`src/hdl/assert_macros.svh`:
```
// Assertion macros shared by the photon statistics RTL.
`ifndef ASSERT_MACROS_SVH
`define ASSERT_MACROS_SVH

// Checked only outside reset.
`define PPSU_ASSERT(lbl, prop, msg) \
  lbl: assert property (@(posedge clk_i) disable iff (!rst_ni) prop) else $error(msg);

// Checked at every edge, reset included.
`define PPSU_ASSERT_ALWAYS(lbl, prop, msg) \
  lbl: assert property (@(posedge clk_i) prop) else $error(msg);

`endif

```
`src/hdl/ppsu_pkg.sv`:
```
// Types and constants of the photon pixel statistics update block.
package ppsu_pkg;

  localparam int CntW  = 32;
  localparam int PhW   = 24;
  localparam int RadW  = 32;
  localparam int TauW  = 40;
  localparam int SumW  = TauW + 1;
  localparam int BW    = 35;
  localparam int QuoW  = 32;
  localparam int RemW  = BW;
  localparam int RootW = 32;
  localparam int SqRemW = RootW + 1;
  localparam int Chans = 3;

  localparam int StepsPerStage = 2;
  localparam int DivStages  = QuoW / StepsPerStage;
  localparam int SqrtStages = RootW / StepsPerStage;

  localparam int QDepth = 4;
  localparam int QPtrW  = $clog2(QDepth);
  localparam int QCntW  = $clog2(QDepth + 1);
  localparam logic [QCntW-1:0] QFullCnt = QCntW'(QDepth);

  // floor(y/3) = (y * Third26) >> 26 for y < 2^25
  localparam logic [24:0] Third26  = 25'd22369622;
  localparam logic [7:0]  CntWhole = 8'd170;

  typedef struct packed {
    logic [CntW-1:0] old_count;
    logic [PhW-1:0]  new_photons;
    logic [RadW-1:0] old_radius;
    logic [TauW-1:0] tau_red;
    logic [TauW-1:0] tau_green;
    logic [TauW-1:0] tau_blue;
    logic [TauW-1:0] phi_red;
    logic [TauW-1:0] phi_green;
    logic [TauW-1:0] phi_blue;
  } in_item_t;

  typedef struct packed {
    logic [CntW-1:0] updated_count;
    logic [RadW-1:0] updated_radius;
    logic [TauW-1:0] updated_tau_red;
    logic [TauW-1:0] updated_tau_green;
    logic [TauW-1:0] updated_tau_blue;
  } out_item_t;

  typedef struct packed {
    logic                       bypass;
    logic [CntW-1:0]            count;
    logic [RadW-1:0]            radius;
    logic [Chans-1:0][SumW-1:0] sum;
  } carry_t;

  typedef struct packed {
    carry_t          carry;
    logic [BW-1:0]   divisor;
    logic [QuoW-1:0] rem0;
  } prep_t;

  typedef struct packed {
    logic             full;
    logic [QCntW-1:0] count;
  } q_stat_t;

endpackage

```
`src/hdl/ppsu_pix_if.sv`:
```
// Input channel carrying one pixel's statistics.
interface ppsu_pix_if;
  logic                valid;
  logic                ready;
  ppsu_pkg::in_item_t  data;
  modport source (output valid, output data, input ready);
  modport sink (input valid, input data, output ready);
endinterface

```
`src/hdl/ppsu_front.sv`:
```
// Front stage: accepts a pixel, forms divisor, new count and flux sums.
module ppsu_front (
  input  logic            clk_i,
  input  logic            rst_ni,
  ppsu_pix_if.sink        pix_i,
  output logic            prep_valid_o,
  output ppsu_pkg::prep_t prep_o,
  input  logic            prep_ready_i
);

  logic            vld_q;
  ppsu_pkg::prep_t prep_q, prep_d;
  logic [32:0]     scaled_sum;
  logic [24:0]     twice_m;
  logic [49:0]     frac_prod;
  logic [31:0]     whole;
  logic [33:0]     cnt_sum;
  logic            take;

  assign pix_i.ready  = !vld_q || prep_ready_i;
  assign take         = pix_i.valid && pix_i.ready;
  assign prep_valid_o = vld_q;
  assign prep_o       = prep_q;

  always_comb begin
    scaled_sum = {1'b0, pix_i.data.old_count} + {1'b0, pix_i.data.new_photons, 8'b0};
    prep_d.divisor = {2'b0, scaled_sum} + {1'b0, scaled_sum, 1'b0};
    prep_d.rem0    = {pix_i.data.new_photons, 8'b0};
    prep_d.carry.bypass = (pix_i.data.new_photons == '0);
    prep_d.carry.radius = pix_i.data.old_radius;
    // 512m/3 = 170m + floor(2m/3)
    twice_m   = {pix_i.data.new_photons, 1'b0};
    frac_prod = twice_m * ppsu_pkg::Third26;
    whole     = pix_i.data.new_photons * ppsu_pkg::CntWhole;
    cnt_sum   = {2'b0, pix_i.data.old_count} + {2'b0, whole} + {10'b0, frac_prod[49:26]};
    prep_d.carry.count = (cnt_sum[33:32] != 2'b0) ? '1 : cnt_sum[31:0];
    if (prep_d.carry.bypass) begin
      prep_d.carry.sum[0] = {1'b0, pix_i.data.tau_red};
      prep_d.carry.sum[1] = {1'b0, pix_i.data.tau_green};
      prep_d.carry.sum[2] = {1'b0, pix_i.data.tau_blue};
    end else begin
      prep_d.carry.sum[0] = {1'b0, pix_i.data.tau_red} + {1'b0, pix_i.data.phi_red};
      prep_d.carry.sum[1] = {1'b0, pix_i.data.tau_green} + {1'b0, pix_i.data.phi_green};
      prep_d.carry.sum[2] = {1'b0, pix_i.data.tau_blue} + {1'b0, pix_i.data.phi_blue};
    end
  end

  always_ff @(posedge clk_i or negedge rst_ni) begin
    if (!rst_ni) begin
      vld_q <= 1'b0;
    end else if (pix_i.ready) begin
      vld_q <= pix_i.valid;
    end
  end

  always_ff @(posedge clk_i) begin
    if (take) begin
      prep_q <= prep_d;
    end
  end

endmodule

```
`src/flat_wrapper.sv`:
```
// flat-port wrapper written by rule: the top's interface ports become plain ports
module ppsu_front_flat 
  (clk_i, rst_ni, prep_valid_o, prep_o, prep_ready_i, pix_i_valid, pix_i_data, pix_i_ready);
  ppsu_pix_if pix_i_i ();
  input  logic clk_i;
  input  logic rst_ni;
  output logic prep_valid_o;
  output ppsu_pkg::prep_t prep_o;
  input  logic prep_ready_i;
  input wire logic [$bits(pix_i_i.valid)-1:0] pix_i_valid;
  input wire logic [$bits(pix_i_i.data)-1:0] pix_i_data;
  output wire logic [$bits(pix_i_i.ready)-1:0] pix_i_ready;
  assign pix_i_i.valid = pix_i_valid;
  assign pix_i_i.data = pix_i_data;
  assign pix_i_ready = pix_i_i.ready;
  ppsu_front u_core (.clk_i(clk_i), .rst_ni(rst_ni), .pix_i(pix_i_i), .prep_valid_o(prep_valid_o), .prep_o(prep_o), .prep_ready_i(prep_ready_i));
endmodule
```
`config.mk`:
```
export PLATFORM = sky130hd
export DESIGN_NAME = ppsu_front_flat
export DESIGN_NICKNAME = d
export VERILOG_FILES = /design/src/hdl/assert_macros.svh /design/src/hdl/ppsu_pkg.sv /design/src/hdl/ppsu_pix_if.sv /design/src/hdl/ppsu_front.sv /design/src/flat_wrapper.sv
export SDC_FILE = /design/constraint.sdc
export NUM_CORES = 1
export LEC_CHECK = 0
export BUFFER_PORTS_ARGS = -buffer_cell sky130_fd_sc_hd__buf_2
export CAP_MARGIN = 20
export CORE_MARGIN = 4
export CORE_UTILIZATION = 45
export CTS_CLUSTER_DIAMETER = 150
export DETAILED_ROUTE_END_ITERATION = 12
export GPL_TIMING_DRIVEN = 0
export PLACE_DENSITY = 0.76
export REMOVE_ABC_BUFFERS = 1
export SLEW_MARGIN = 20
export SYNTH_ARGS = -nofsm -noshare
export SYNTH_HDL_FRONTEND = slang
export SYNTH_SLANG_ARGS = --single-unit
```
`constraint.sdc`:
```
create_clock -name clk_i -period 7.05 [get_ports clk_i]
set_input_delay 1.0575 -clock clk_i [delete_from_list [all_inputs] [get_ports clk_i]]
set_output_delay 1.0575 -clock clk_i [all_outputs]
set_load 0.01 [all_outputs]
```
==> run summary <==
async set-reset flop share out of synthesis -> 0.004032
Initial DRC Count -> 1900
vias in the first global route -> 27960
Worst setup SP type -> input port
final worst slack -> -2.162 ns
Antenna Nets Post-Route -> 0
Post-synth top cells -> ha_1 (539), inv_1 (524), a21oi_1 (285)
final hold vios -> 0
Setup TNS Final -> -68.01 ns
post-synth top area cell -> edfxtp_1
IO Port Bufs -> 580
Seq/Total Area, Yosys -> 0.2305
Placed Cells -> 4903
Post-DP HPWL -> 88.79 mm
total vias in the final route -> 28130
DRC -> 0
worst slew pin tran -> 1.197 ns
aggregate global-route resource usage -> 0.2783
Seq cells post-synth -> 248
relative slew slack -> 0.1918
fmax -> 108.6 MHz
Avg Inst Size Synth -> 9.424 um^2
routed vias/inst -> 5.571
Max Slew Vio Count -> 0
first-pass GRT wire length -> 161.9 mm
CTS root buf -> clkbuf_16
Post-Syn Instances -> 3426
status -> complete, but fails checks
Worst setup EP type -> flip-flop
failing checks -> setup timing
Die Y -> 275.9 um
Post-synth EDFFs -> 247
final setup fails -> 32
top-count cell post-synth -> ha_1
full die area -> 76100 um^2
count of cell types in the netlist -> 82
fin crit share -> 1.307
Yosys warnings -> 0
Clock Latency Late Sink -> 0.57 ns
Place WS -> -4.908 ns
global placer's final weighted congestion -> 0.9851
Core ar. -> 70640 um^2
CTS tree -> yes
post-route minimum period -> 9.212 ns
# H-tree levels -> 1
largest net degree at the start of global routing -> 68
Worst EP required -> 7.37 ns
CTS max path bufs -> 3
WL per Instance -> 21.85 um
# hold bufs at CTS -> 0
RSZ-0062 raised after global routing -> true
clock skew -> 0.01962 ns
# IOs -> 589
First-pass DRT Iterations -> 5
Reg clk slew, reported paths -> 0.06 ns
Top cell by count, worst path -> fa_1
layout cell share with drive strength beyond 1 -> 0.2112
total gr overflow -> 0
Final Instance Count excl. Fillers -> 5049
Critical Path AT -> 9.53 ns
drt total wl -> 110.3 mm
num rows -> 97
CTS Sinks -> 248
CP max-delay cell -> fa_1
Hold Crit Class -> input port to async pin
synthesized area -> 32290 um^2
Critical Path Fanout Max -> 8
max cap viols -> 0
Worst path max stage delay -> 0.59 ns
Die Width -> 275.9 um
initial antenna violation count -> 33
Final nets -> 5178
Synth area leaders -> edfxtp_1 (23%), ha_1 (21%), fa_1 (15%)
final core occ -> 0.5521
top_reg_cell synth -> edfxtp_1
WS Path Type -> input port to flip-flop
total CTS buffers -> 28
Area growth, synth to finish -> 20.79%
Yosys top cell area share -> 0.2297
Initial Util -> 0.4571
worst max-delay path: cells and delay by family:
family          cells  cell delay, ns
compound gates     11            2.63
xor+xnor            1            0.10
fa+ha+maj           9            4.05
buf+inv             7            0.60
mux                 1            0.32
simple gates        6            0.78
state kept, by name, summed over array words and instances, names as in the netlist:
signal / flops
u_core.prep_o: 247
u_core.prep_valid_o: 1
routing by layer:
layer | wire length [um] | global-route usage | part of all wire
met1 | 39780 | 0.3120 | 0.36
met2 | 54040 | 0.4857 | 0.49
met3 | 9782 | 0.07180 | 0.089
met4 | 6572 | 0.1481 | 0.060
met5 | 131 | 0 | 0.0012
cell families (layout without fill, tap and decap cells):
logic type	count (synthesis)	count (layout)	synth area share
flip-flops	248	248	0.2305
XOR/XNOR	235	235	0.06375
other	1	36	0.0001161
adder cells (fa/ha/maj)	786	786	0.3620
multiplexers	1	3	0.0004649
buffers and inverters	582	1228	0.06933
AND/OR/NAND/NOR	698	698	0.1024
AO/OA/AOI/OAI	875	875	0.1714
path summary, 6_finish.rpt:
path	startpoint	end	slack, ns	depth (start not counted)
min reg2reg	u_core.prep_valid_o	u_core.prep_valid_o	0.61	2
max reg2reg	u_core.prep_valid_o	u_core.prep_o[110]	4.68	5
max in group asynchronous	rst_ni	u_core.prep_valid_o	6.72	1
max	pix_i_data[291]	u_core.prep_o[245]	-2.16	35
min in group clk_i	u_core.prep_valid_o	u_core.prep_valid_o	0.61	2
min	rst_ni	u_core.prep_valid_o	0.25	1
per-stage QoR:
step                hold slack (ns)  instance area (um^2)
detailed placement           0.5830                 36320
global placement             0.5280                 36120
global route                 0.2249                 38960
CTS                          0.2176                 38520
floorplan                    0.6221                 32040
finish                       0.2493                 39000
cell usage in the layout, fill, tap and decap left out, drive strengths merged, types with 6 or more instances in the layout:
master    n
diode    28
xnor2   139
o211ai   18
nor4     10
ha      539
fa      247
a221oi    6
and2      9
a21oi   285
nor3     42
a31oi    24
nand2   211
nor3b     7
nand4    30
o31a      6
buf     653
o21bai   40
or3      14
o31ai    20
a211oi   39
inv     522
a21boi    8
nor2    216
nand2b   41
edfxtp  247
nand3    45
or2       6
clkinv   16
a21o    137
conb      8
xor2     96
clkbuf   31
a211o    10
o21a     49
o21ai   169
and3     18
nor2b    27
final cells by class:
type / count / area, um^2
fillers: 6205 / 31640
multi-input cells: 2605 / 23470
flip-flops and latches: 248 / 7442
repair buffers: 653 / 3933
inverters: 524 / 1982
well taps: 940 / 1176
clock buffers: 31 / 711.9
clock inverters: 20 / 214.0
diodes: 28 / 70.07
what timing repair did:
action,4_1_cts,5_1_grt
cloned,2,0
resized for setup,187,74
pin swaps,69,77
setup endpoints to repair,32,32
buffers inserted,47,19
Power is not shown: default switching activity piles up to over one toggle a cycle in this logic, so the estimate is an artifact.
