--- src/hdl/assert_macros.svh ---
// Assertion macros shared by the photon statistics RTL.
`ifndef ASSERT_MACROS_SVH
`define ASSERT_MACROS_SVH

// Checked only outside reset.
`define PPSU_ASSERT(lbl, prop, msg) \
  lbl: assert property (@(posedge clk_i) disable iff (!rst_ni) prop) else $error(msg);

// Checked at every edge, reset included.
`define PPSU_ASSERT_ALWAYS(lbl, prop, msg) \
  lbl: assert property (@(posedge clk_i) prop) else $error(msg);

`endif

--- src/hdl/ppsu_pkg.sv ---
// Types and constants of the photon pixel statistics update block.
package ppsu_pkg;

  localparam int CntW  = 32;
  localparam int PhW   = 24;
  localparam int RadW  = 32;
  localparam int TauW  = 40;
  localparam int SumW  = TauW + 1;
  localparam int BW    = 35;
  localparam int QuoW  = 32;
  localparam int RemW  = BW;
  localparam int RootW = 32;
  localparam int SqRemW = RootW + 1;
  localparam int Chans = 3;

  localparam int StepsPerStage = 2;
  localparam int DivStages  = QuoW / StepsPerStage;
  localparam int SqrtStages = RootW / StepsPerStage;

  localparam int QDepth = 4;
  localparam int QPtrW  = $clog2(QDepth);
  localparam int QCntW  = $clog2(QDepth + 1);
  localparam logic [QCntW-1:0] QFullCnt = QCntW'(QDepth);

  // floor(y/3) = (y * Third26) >> 26 for y < 2^25
  localparam logic [24:0] Third26  = 25'd22369622;
  localparam logic [7:0]  CntWhole = 8'd170;

  typedef struct packed {
    logic [CntW-1:0] old_count;
    logic [PhW-1:0]  new_photons;
    logic [RadW-1:0] old_radius;
    logic [TauW-1:0] tau_red;
    logic [TauW-1:0] tau_green;
    logic [TauW-1:0] tau_blue;
    logic [TauW-1:0] phi_red;
    logic [TauW-1:0] phi_green;
    logic [TauW-1:0] phi_blue;
  } in_item_t;

  typedef struct packed {
    logic [CntW-1:0] updated_count;
    logic [RadW-1:0] updated_radius;
    logic [TauW-1:0] updated_tau_red;
    logic [TauW-1:0] updated_tau_green;
    logic [TauW-1:0] updated_tau_blue;
  } out_item_t;

  typedef struct packed {
    logic                       bypass;
    logic [CntW-1:0]            count;
    logic [RadW-1:0]            radius;
    logic [Chans-1:0][SumW-1:0] sum;
  } carry_t;

  typedef struct packed {
    carry_t          carry;
    logic [BW-1:0]   divisor;
    logic [QuoW-1:0] rem0;
  } prep_t;

  typedef struct packed {
    logic             full;
    logic [QCntW-1:0] count;
  } q_stat_t;

endpackage

--- src/hdl/ppsu_queue.sv ---
// Short queue between the front stage and the arithmetic pipeline.
module ppsu_queue (
  input  logic              clk_i,
  input  logic              rst_ni,
  input  logic              push_valid_i,
  input  ppsu_pkg::prep_t   push_data_i,
  output logic              push_ready_o,
  output logic              pop_valid_o,
  output ppsu_pkg::prep_t   pop_data_o,
  input  logic              pop_i,
  output ppsu_pkg::q_stat_t stat_o
);

  ppsu_pkg::prep_t                mem_q [ppsu_pkg::QDepth];
  logic [ppsu_pkg::QPtrW-1:0]     wr_q, rd_q;
  logic [ppsu_pkg::QCntW-1:0]     cnt_q;
  logic                           push;

  assign push_ready_o = (cnt_q != ppsu_pkg::QFullCnt);
  assign pop_valid_o  = (cnt_q != '0);
  assign pop_data_o   = mem_q[rd_q];
  assign push         = push_valid_i && push_ready_o;
  assign stat_o.full  = !push_ready_o;
  assign stat_o.count = cnt_q;

  always_ff @(posedge clk_i or negedge rst_ni) begin
    if (!rst_ni) begin
      wr_q  <= '0;
      rd_q  <= '0;
      cnt_q <= '0;
    end else begin
      if (push) begin
        wr_q <= (wr_q == ppsu_pkg::QPtrW'(ppsu_pkg::QDepth - 1)) ? '0 : wr_q + 1'b1;
      end
      if (pop_i) begin
        rd_q <= (rd_q == ppsu_pkg::QPtrW'(ppsu_pkg::QDepth - 1)) ? '0 : rd_q + 1'b1;
      end
      if (push && !pop_i) begin
        cnt_q <= cnt_q + 1'b1;
      end else if (pop_i && !push) begin
        cnt_q <= cnt_q - 1'b1;
      end
    end
  end

  always_ff @(posedge clk_i) begin
    if (push) begin
      mem_q[wr_q] <= push_data_i;
    end
  end

endmodule

--- config.mk ---
export PLATFORM = sky130hd
export DESIGN_NAME = ppsu_queue
export DESIGN_NICKNAME = d
export VERILOG_FILES = /design/src/hdl/assert_macros.svh /design/src/hdl/ppsu_pkg.sv /design/src/hdl/ppsu_queue.sv
export SDC_FILE = /design/constraint.sdc
export NUM_CORES = 1
export LEC_CHECK = 0
export ABC_AREA = 1
export ABC_CLOCK_PERIOD_IN_PS = 16300
export BUFFER_PORTS_ARGS = -buffer_cell sky130_fd_sc_hd__buf_2
export CORE_MARGIN = 3
export CORE_UTILIZATION = 58
export DETAILED_ROUTE_END_ITERATION = 12
export MAX_ROUTING_LAYER = met4
export PLACE_DENSITY_LB_ADDON = 0.3
export SETUP_SLACK_MARGIN = 0.4
export SLEW_MARGIN = 20
export SYNTH_ARGS = -nofsm -noshare
export SYNTH_HDL_FRONTEND = slang
export SYNTH_SLANG_ARGS = --single-unit
--- constraint.sdc ---
create_clock -name clk_i -period 16.3 [get_ports clk_i]
set_input_delay 0 -clock clk_i [delete_from_list [all_inputs] [get_ports clk_i]]
set_output_delay 0 -clock clk_i [all_outputs]
set_load 0.05 [all_outputs]
==> qor.txt, run 1 <==
DPL Wire Length -> 51170 um
Place WS -> 11860 ps
Clock Latency Late Sink -> 650 ps
Antenna violations before repair -> 13
Largest net degree at the start of global routing -> 266
Mean Syn Cell Area -> 13.55 sq um
Syn nets -> 3299
Worst Skew -> 26.43 ps
Reg area -> 30810 sq um
Total track usage -> 25.79%
Hold slack final -> 98.98 ps
Worst Tran Pin Value -> 1138 ps
WL per Instance -> 19.40 um
Seq/Total Area, Yosys -> 74.94%
DRT iter0 DRCs -> 2043
Hold bufs inserted after CTS -> 259
Die Ht -> 272.2 um
CP startpoint kind -> flop
Clock Tree Buf Depth -> 3
Status -> completed
Total chip power -> 10.07 mW
Core area -> 69430 sq um
Reg2Reg Launch Point -> cnt_q[0]
Yosys top cell by area -> edfxtp_1
Slew Limit Headroom -> 24.15%
Fin. Hold Viols -> 0
Die Width -> 272.2 um
Final Slew Violations -> 0
Minimum clock period -> 5208 ps
# nets final -> 4037
Pwr/cell area -> 201.6 nW/um^2
Comb power frac -> 40.7%
Mapped cell area -> 41110 sq um
Min-delay src -> push_data_i[236]
Root buffer cell -> clkbuf_16
Peak supply drop -> 0.1769 mV
P_int -> 5.713 mW
Setup_tns -> 0 ps
Sequential power share -> 35.8%
Fmax -> 192.0 MHz
Residual DRC -> 0
Area Overhead vs Synth -> 21.50%
Hold WC Path Type -> primary input to flop
Crit path from -> rd_q[0]
Clock Sinks -> 1027
Total number of vias -> 26030
Top-area cell type share of the netlist area -> 74.51%
Final RePlAce weighted congestion -> 0.7846
1st-pass router iterations -> 5
First-pass GRT wire length -> 144400 um
CP Max Fanout -> 265
Maximum Capacitance Violations -> 0
Kind of critical path -> flop to output port
Antenna-violating nets left -> 0
CP arrival -> 5210 ps
Fill cells -> 4250
P_leak -> 20.20 nW
Sw power -> 4.353 mW
Share of cells above drive strength 1 -> 18.97%
WP data required -> 16300 ps
Vias in the first global route -> 26580
Syn. warnings -> 0
Post-Syn Instances -> 3033
Final WS setup -> 11090 ps
FF+latch count, synth -> 1027
Multi-input gate area -> 7103 sq um
Io pins -> 520
Setup bufs post-CTS -> 0
Placed insts -> 4339
Clk pwr share -> 23.5%
Total gr overflow -> 0
WL final -> 93130 um
Unrepaired setup endpoints after global routing -> false
Worst-path clk slew -> 70 ps
CTS Buf Count -> 102
Crit end category -> output port
Resized Gates After CTS -> 0
Period utilization -> 31.95%
# H-tree levels -> 3
Port Buffers -> 519
Die area -> 74100 sq um
Switching Share -> 43.25%
Unique masters post-synth -> 20
CTS tree -> built
# setup viols final -> 0
Largest cells by area after synthesis -> edfxtp_1, o211ai_1, nand2_1, inv_1, buf_6
Starting Density -> 59.21%
Standard-cell row count -> 96
Final Non-Filler Cells -> 4801
Drt via density -> 5.423
-- per-layer routing --
metal | share of wire (%) | vias up | track usage, %
li1 | - | 12150 | -
met1 | 36 | 12640 | 29.38
met2 | 52 | 1018 | 44.35
met3 | 7.1 | 228 | 5.426
met4 | 4.3 | 0 | 11.00
met5 | 0 | - | -
-- registers in the layout, indices dropped and copies added (netlist names) --
signal,cells
mem_q,1020
cnt_q,3
rd_q,2
wr_q,2
-- power groups by stage --
| stage | clock, mW | sequential (mW) | combinational (mW) |
|---|---|---|---|
| 6_report | 2.37 | 3.60 | 4.09 |
| 3_3_place_gp | 0 | 3.63 | 3.98 |
| 3_5_place_dp | 0 | 3.65 | 4.01 |
| 5_1_grt | 2.51 | 3.64 | 4.35 |
| 4_1_cts | 2.39 | 3.60 | 4.08 |
| 2_1_floorplan | 0 | 3.84 | 3.11 |
-- worst max-delay path, cell delays in order, from the launching register on --
cell and delay [ps]:
dfrtp_1 450, inv_8 620, buf_12 770, buf_4 950, buf_4 880, nand2_1 160, o211ai_2 110, nand2_1 110
buf_2 230
-- cells in the mapped netlist --
cell type / n
edfxtp_1: 1020
nand2_1: 777
inv_1: 526
o211ai_1: 479
buf_6: 71
clkbuf_1: 44
buf_2: 33
o211ai_2: 31
buf_1: 12
buf_4: 8
dfrtp_1: 7
ha_1: 6
nor2_1: 6
nand3_1: 5
o21ai_0: 3
buf_8: 1
fa_1: 1
inv_2: 1
nand4_1: 1
xnor2_1: 1
-- placed cells by master, fill, tap and decap left out, types with 5 or more instances in the layout --
cell / netlist / layout
clkbuf_16: 0 / 104
clkbuf_1: 44 / 18
clkinv_2: 0 / 22
nand2_1: 777 / 777
bufinv_16: 0 / 14
clkinv_1: 0 / 20
buf_2: 33 / 519
diode_2: 0 / 16
inv_1: 526 / 525
nand3_1: 5 / 5
dfrtp_1: 7 / 6
o211ai_2: 31 / 31
edfxtp_1: 1020 / 1020
ha_1: 6 / 6
o211ai_1: 479 / 479
dlygate4sd3_1: 0 / 259
buf_4: 8 / 21
-- logic make-up after synthesis --
| logic type | after synthesis | synth area share, % |
|---|---|---|
| and+or+nand+nor | 789 | 7.226 |
| xor gates and xnor gates | 1 | 0.02131 |
| AOI/OAI and AO/OA | 513 | 9.728 |
| buffers and inverters | 696 | 7.853 |
| DFF | 1027 | 74.94 |
| adders and majority gates | 7 | 0.2313 |
-- through the flow --
step                util [%]  cell area, sq um
CTS                    71.88             49910
global route           71.93             49940
detailed placement     63.24             43900
floorplan                  -             41110
global placement       63.24             43900
finish                 71.94             49950
-- path summary, 6_finish.rpt --
path                             endpoint  slack (ps)  cells after the start
setup / recovery           pop_data_o[54]       11090                      8
hold / removal              mem_q[0][236]         100                      2
setup reg to reg             mem_q[2][83]       12240                      6
hold reg to reg                  cnt_q[2]         540                      2
max in group asynchronous         rd_q[1]       15640                      3
min in group asynchronous        cnt_q[0]         350                      3
-- final cells by class --
type,instances,share of cell area [%]
clock inverters,65,1.478
repair buffers,803,10.87
diodes,16,0.08016
inverters,527,3.991
multi-input cells,1310,14.22
well taps,931,2.332
flip-flops and latches,1027,61.68
clock buffers,122,5.346
No activity file was read; power rests on OpenSTA's default activity.
==> run 2: changes to the inputs <==
--- a/config.mk
+++ b/config.mk
@@ -5,11 +5,11 @@
 export SDC_FILE = /design/constraint.sdc
 export NUM_CORES = 1
 export LEC_CHECK = 0
-export ABC_AREA = 1
-export ABC_CLOCK_PERIOD_IN_PS = 16300
+export ABC_AREA = 0
+export ABC_CLOCK_PERIOD_IN_PS = 5100
 export BUFFER_PORTS_ARGS = -buffer_cell sky130_fd_sc_hd__buf_2
 export CORE_MARGIN = 3
-export CORE_UTILIZATION = 58
+export CORE_UTILIZATION = 57
 export DETAILED_ROUTE_END_ITERATION = 12
 export MAX_ROUTING_LAYER = met4
 export PLACE_DENSITY_LB_ADDON = 0.3
==> constraint.sdc (replaced) <==
create_clock -name clk_i -period 5.1 [get_ports clk_i]
set_input_delay 0 -clock clk_i [delete_from_list [all_inputs] [get_ports clk_i]]
set_output_delay 0 -clock clk_i [all_outputs]
set_load 0.05 [all_outputs]
==> qor.txt, run 2 <==
Total gr overflow -> 0
Setup_tns -> 0 ps
Residual DRC -> 0
Die Ht -> 261.7 um
Crit end category -> output port
CTS Buf Count -> 99
Share of cells above drive strength 1 -> 41.43%
R2R Setup Slk -> 2540 ps
Minimum clock period -> 3217 ps
Syn. warnings -> 0
Fmax -> 310.8 MHz
Largest net degree at the start of global routing -> 97
Resized Gates After CTS -> 0
CP startpoint kind -> flop
Clock Latency Late Sink -> 670 ps
Finished Core Util -> 72.13%
Starting Density -> 57.69%
# nets final -> 2482
Mapped cell area -> 37260 sq um
R2r endpoint -> mem_q[3][174]
Period utilization -> 63.08%
Total number of vias -> 18330
Kind of critical path -> flop to output port
CTS tree -> built
Port Buffers -> 519
Worst Skew -> 55.15 ps
# setup viols final -> 0
DPL Wire Length -> 46930 um
Setup bufs post-CTS -> 0
Worst setup path endpoint -> pop_data_o[196]
Vias in the first global route -> 19440
Reg2Reg Launch Point -> cnt_q[2]
Worst-path clk slew -> 70 ps
Standard-cell row count -> 93
Clock Sinks -> 1027
P_leak -> 15.99 nW
WP data required -> 5100 ps
Clock Tree Buf Depth -> 3
Count leader, synth -> edfxtp_1
# H-tree levels -> 3
Io pins -> 520
Fill cells -> 3571
Hold WC Path Type -> primary input to flop
Final Slew Violations -> 0
Fin. Hold Viols -> 0
Final RePlAce weighted congestion -> 0.8134
CP Max Fanout -> 96
Final instance area -> 46580 sq um
Peak supply drop -> 0.6327 mV
Max reg flops -> 1020
Final WS setup -> 1883 ps
Hold slack final -> 93.27 ps
Yosys top cell by area -> edfxtp_1
Antenna-violating nets left -> 0
Synth top cells by count -> edfxtp_1, mux4_2, buf_2, buf_6, dfrtp_1
WL final -> 85020 um
Pwr/cell area -> 659.1 nW/um^2
Root buffer cell -> clkbuf_16
Register with the most flip-flops -> mem_q
Crit path from -> rd_q[1]
Most frequent cells in the layout -> edfxtp_1, buf_2, dlygate4sd3_1, mux4_2, clkbuf_16
Die Width -> 261.7 um
Status -> completed
Core area -> 64580 sq um
Multi-input gate area -> 6010 sq um
Slew Limit Headroom -> 26.00%
First-pass GRT wire length -> 124800 um
DRT iter0 DRCs -> 1682
Seq/Total Area, Yosys -> 82.68%
Placed cell area -> 40860 sq um
Total chip power -> 30.70 mW
Final Non-Filler Cells -> 3169
1st-pass router iterations -> 5
Total track usage -> 25.64%
Largest cells by area after synthesis -> edfxtp_1, mux4_2, buf_6, dfrtp_1, buf_2
Antenna violations before repair -> 8
Number of synthesized flops with an enable pin -> 1020
Die area -> 68470 sq um
WL per Instance -> 26.83 um
Post-Syn Instances -> 1370
Unique masters post-synth -> 20
Place WS -> 2490 ps
Largest regs -> mem_q x1020, cnt_q x3
Unrepaired setup endpoints after global routing -> false
Placed insts -> 2711
FF+latch count, synth -> 1027
Drt via density -> 5.785
CP arrival -> 3220 ps
Worst R2R Path Depth -> 3
Syn nets -> 1636
Top-area cell type share of the netlist area -> 82.21%
Dominant synthesized flop cell -> edfxtp_1
Reg area -> 30810 sq um
Maximum Capacitance Violations -> 0
Area Overhead vs Synth -> 25.03%
Worst Tran Pin Value -> 1110 ps
Most common cell after layout, fill and taps aside -> edfxtp_1
Mean Syn Cell Area -> 27.20 sq um
Asr flop ratio synth -> 0.6816%
run 2: cell types whose count changed after synthesis, moves of 8 or more:
cell      delta
mux4_2     +255
buf_2        -8
nand2_1    -777
buf_1       -11
clkbuf_1    -39
inv_1      -521
buf_6       -47
o211ai_2    -31
o211ai_1   -479
run 2: critical path, cell delays in order (launching register included):
cell and delay, ps:
dfrtp_4 1130, buf_12 570, mux4_2 490, buf_2 250
run 2: layout make-up:
class / instances / share of cell area [%]
multi-input cells: 280 / 12.90
flip-flops and latches: 1027 / 66.14
clock inverters: 67 / 1.182
diodes: 14 / 0.07520
inverters: 5 / 0.04029
repair buffers: 803 / 11.89
clock buffers: 118 / 5.471
well taps: 855 / 2.296
run 2: cells by family after synthesis:
family        count (synthesis)  synth area share, %
fa+ha+maj                     7               0.2552
mux                         260                15.59
buf+inv                      63                1.232
xor+xnor                      3              0.07053
simple gates                 10               0.1780
flops                      1027                82.68
run 2: worst min-delay path by stage:
stage                                start            end  slack, ps  cells past startpoint
after CTS                 push_data_i[184]  mem_q[2][184]         30                      2
after global routing        push_data_i[8]    mem_q[2][8]         70                      2
after floorplan                     rst_ni       cnt_q[0]       -300                      0
final                     push_data_i[174]  mem_q[3][174]         90                      2
after detailed placement            rst_ni        rd_q[0]       -160                      1
after global placement              rst_ni        wr_q[0]       -160                      1
run 2: metal layers:
| layer | track usage (%) | up-vias | share of wire [%] |
|---|---|---|---|
| met5 | - | - | 0 |
| li1 | - | 7702 | - |
| met1 | 31.77 | 9604 | 36 |
| met2 | 42.53 | 850 | 53 |
| met3 | 5.772 | 177 | 7.9 |
| met4 | 8.670 | 0 | 3.6 |
run 2: repair_timing:
item                                    in CTS  in global routing
hold endpoints to repair                  1034                  0
hold buffers                               259                  0
endpoints found under the setup margin       0                  0
run 2: where the power goes:
part / internal (mW) / switching (mW) / total (mW)
clock network: 3.81 / 3.11 / 6.92
logic: 3.47 / 8.54 / 12.0
registers: 11.1 / 0.633 / 11.8
total: 18.4 / 12.3 / 30.7
==> run 3: changes to the inputs <==
--- a/config.mk
+++ b/config.mk
@@ -5,11 +5,11 @@
 export SDC_FILE = /design/constraint.sdc
 export NUM_CORES = 1
 export LEC_CHECK = 0
-export ABC_AREA = 0
-export ABC_CLOCK_PERIOD_IN_PS = 5100
+export ABC_AREA = 1
+export ABC_CLOCK_PERIOD_IN_PS = 3300
 export BUFFER_PORTS_ARGS = -buffer_cell sky130_fd_sc_hd__buf_2
 export CORE_MARGIN = 3
-export CORE_UTILIZATION = 57
+export CORE_UTILIZATION = 58
 export DETAILED_ROUTE_END_ITERATION = 12
 export MAX_ROUTING_LAYER = met4
 export PLACE_DENSITY_LB_ADDON = 0.3
==> constraint.sdc (replaced) <==
create_clock -name clk_i -period 3.3 [get_ports clk_i]
set_input_delay 0 -clock clk_i [delete_from_list [all_inputs] [get_ports clk_i]]
set_output_delay 0 -clock clk_i [all_outputs]
set_load 0.05 [all_outputs]
==> qor.txt, run 3 (synthesis gave the netlist of run 1 again) <==
Antenna-violating nets left -> 0
DPL Wire Length -> 55180 um
Residual DRC -> 0
WL per Instance -> 19.59 um
Starting Density -> 59.21%
Resized Gates After CTS -> 0
CTS tree -> built
First-pass GRT wire length -> 144600 um
Maximum Capacitance Violations -> 0
Max reg flops -> 1020
CP Max Fanout -> 127
Vias in the first global route -> 25930
Most frequent cells in the layout -> edfxtp_1, nand2_1, inv_1, buf_2, o211ai_1
Final Slew Violations -> 0
Register with the most flip-flops -> mem_q
Worst Tran Pin Value -> 736.5 ps
Crit end category -> output port
Setup_tns -> 0 ps
Placed insts -> 4376
WL final -> 94830 um
Clock Tree Buf Depth -> 3
Most common cell after layout, fill and taps aside -> edfxtp_1
Final RePlAce weighted congestion -> 0.7964
WP data required -> 3300 ps
P_int -> 28.66 mW
# setup viols final -> 0
P_leak -> 20.47 nW
Hold WC Path Type -> primary input to flop
Clk pwr share -> 23.3%
Die area -> 74100 sq um
1st-pass router iterations -> 5
Finished Core Util -> 72.91%
Sw power -> 21.74 mW
Worst-path clk slew -> 60 ps
Die Width -> 272.2 um
# H-tree levels -> 3
Total number of vias -> 26090
Die Ht -> 272.2 um
Pwr/cell area -> 995.8 nW/um^2
Switching Share -> 43.14%
Drt via density -> 5.387
CP startpoint kind -> flop
Largest net degree at the start of global routing -> 128
Root buffer cell -> clkbuf_16
Fmax -> 369.0 MHz
Hold bufs inserted after CTS -> 259
Port Buffers -> 519
Slew Limit Headroom -> 50.90%
Core area -> 69430 sq um
CTS Buf Count -> 100
Total chip power -> 50.40 mW
Worst Skew -> 34.21 ps
Total gr overflow -> 0
Antenna violations before repair -> 16
Clock Sinks -> 1027
Area Overhead vs Synth -> 23.15%
Hold slack final -> 98.03 ps
Final Non-Filler Cells -> 4842
Clock Latency Late Sink -> 640 ps
Fin. Hold Viols -> 0
Unrepaired setup endpoints after global routing -> false
Met3 Use GR -> 4.334%
M1 GR Usage -> 30.98%
CP arrival -> 2710 ps
Sequential power share -> 35.0%
Period utilization -> 82.11%
Total track usage -> 25.93%
Standard-cell row count -> 96
Setup bufs post-CTS -> 0
# nets final -> 4072
Io pins -> 520
Largest regs -> mem_q x1020, cnt_q x3
GR Util met2 -> 43.33%
Comb power frac -> 41.7%
Peak supply drop -> 1.036 mV
Share of cells above drive strength 1 -> 19.90%
Minimum clock period -> 2710 ps
Kind of critical path -> flop to output port
DRT iter0 DRCs -> 2013
GR peak layer -> met2
Status -> completed
==> run 3: cell types whose count changed in the layout (fill, tap and decap cells not counted), sizes merged, moves of 5 or more <==
cell	before	now
nand2	0	777
mux2	5	0
o211ai	0	510
bufinv	4	16
nand3	0	5
diode	14	26
inv	9	530
buf	544	581
clkinv	56	38
mux4	255	0
==> run 3: per-stage QoR <==
stage	setup slack (ps)	cell area, sq um
after CTS	601.4	50550
after floorplan	-1892	41170
after global routing	438.8	50600
after detailed placement	1211	44540
final	590.3	50620
after global placement	1261	44540
==> run 3: area by class of cell <==
cell class	instances	area (sq um)
Inverter	527	1993
Clock buffer	119	2616
Antenna cell	26	65.06
Tap cell	931	1165
Fill cell	4122	18810
Multi-Input combinational cell	1310	7132
Clock inverter	62	805.8
Timing Repair Buffer	840	6031
Sequential cell	1027	30810
==> run 3: path summary, 6_finish.rpt <==
path | start | cells after the start | to | slack [ps]
min reg2reg | cnt_q[0] | 1 | cnt_q[0] | 520
min in group asynchronous | rst_ni | 3 | cnt_q[0] | 340
max reg2reg | cnt_q[0] | 6 | mem_q[3][204] | 1220
max | rd_q[0] | 6 | pop_data_o[140] | 590
max in group asynchronous | rst_ni | 3 | rd_q[1] | 2630
min | push_data_i[34] | 2 | mem_q[3][34] | 100
==> run 3: metal layers <==
metal  wire [um]  vias to the layer above  share of wire, %
li1            -                    12220                 -
met1       35820                    12660                38
met2       48620                      948                51
met3        5992                      254               6.3
met4        4394                        0               4.6
met5           0                        -                 0
==> run 3: worst max-delay path: stages (launching register included) <==
cell	delay [ps]
dfrtp_1	450
inv_8	450
buf_12	440
nand2_1	160
o211ai_1	160
nand2_1	80
buf_2	210
==> run 3: power by group through the flow <==
stage                     Sequential [mW]  Combinational [mW]  Clock, mW
final                                17.7                21.0       11.7
after global routing                 17.8                22.2       12.5
after CTS                            17.6                20.9       11.9
after detailed placement             17.9                20.6          0
after global placement               17.8                20.4          0
after floorplan                      18.2                15.4          0
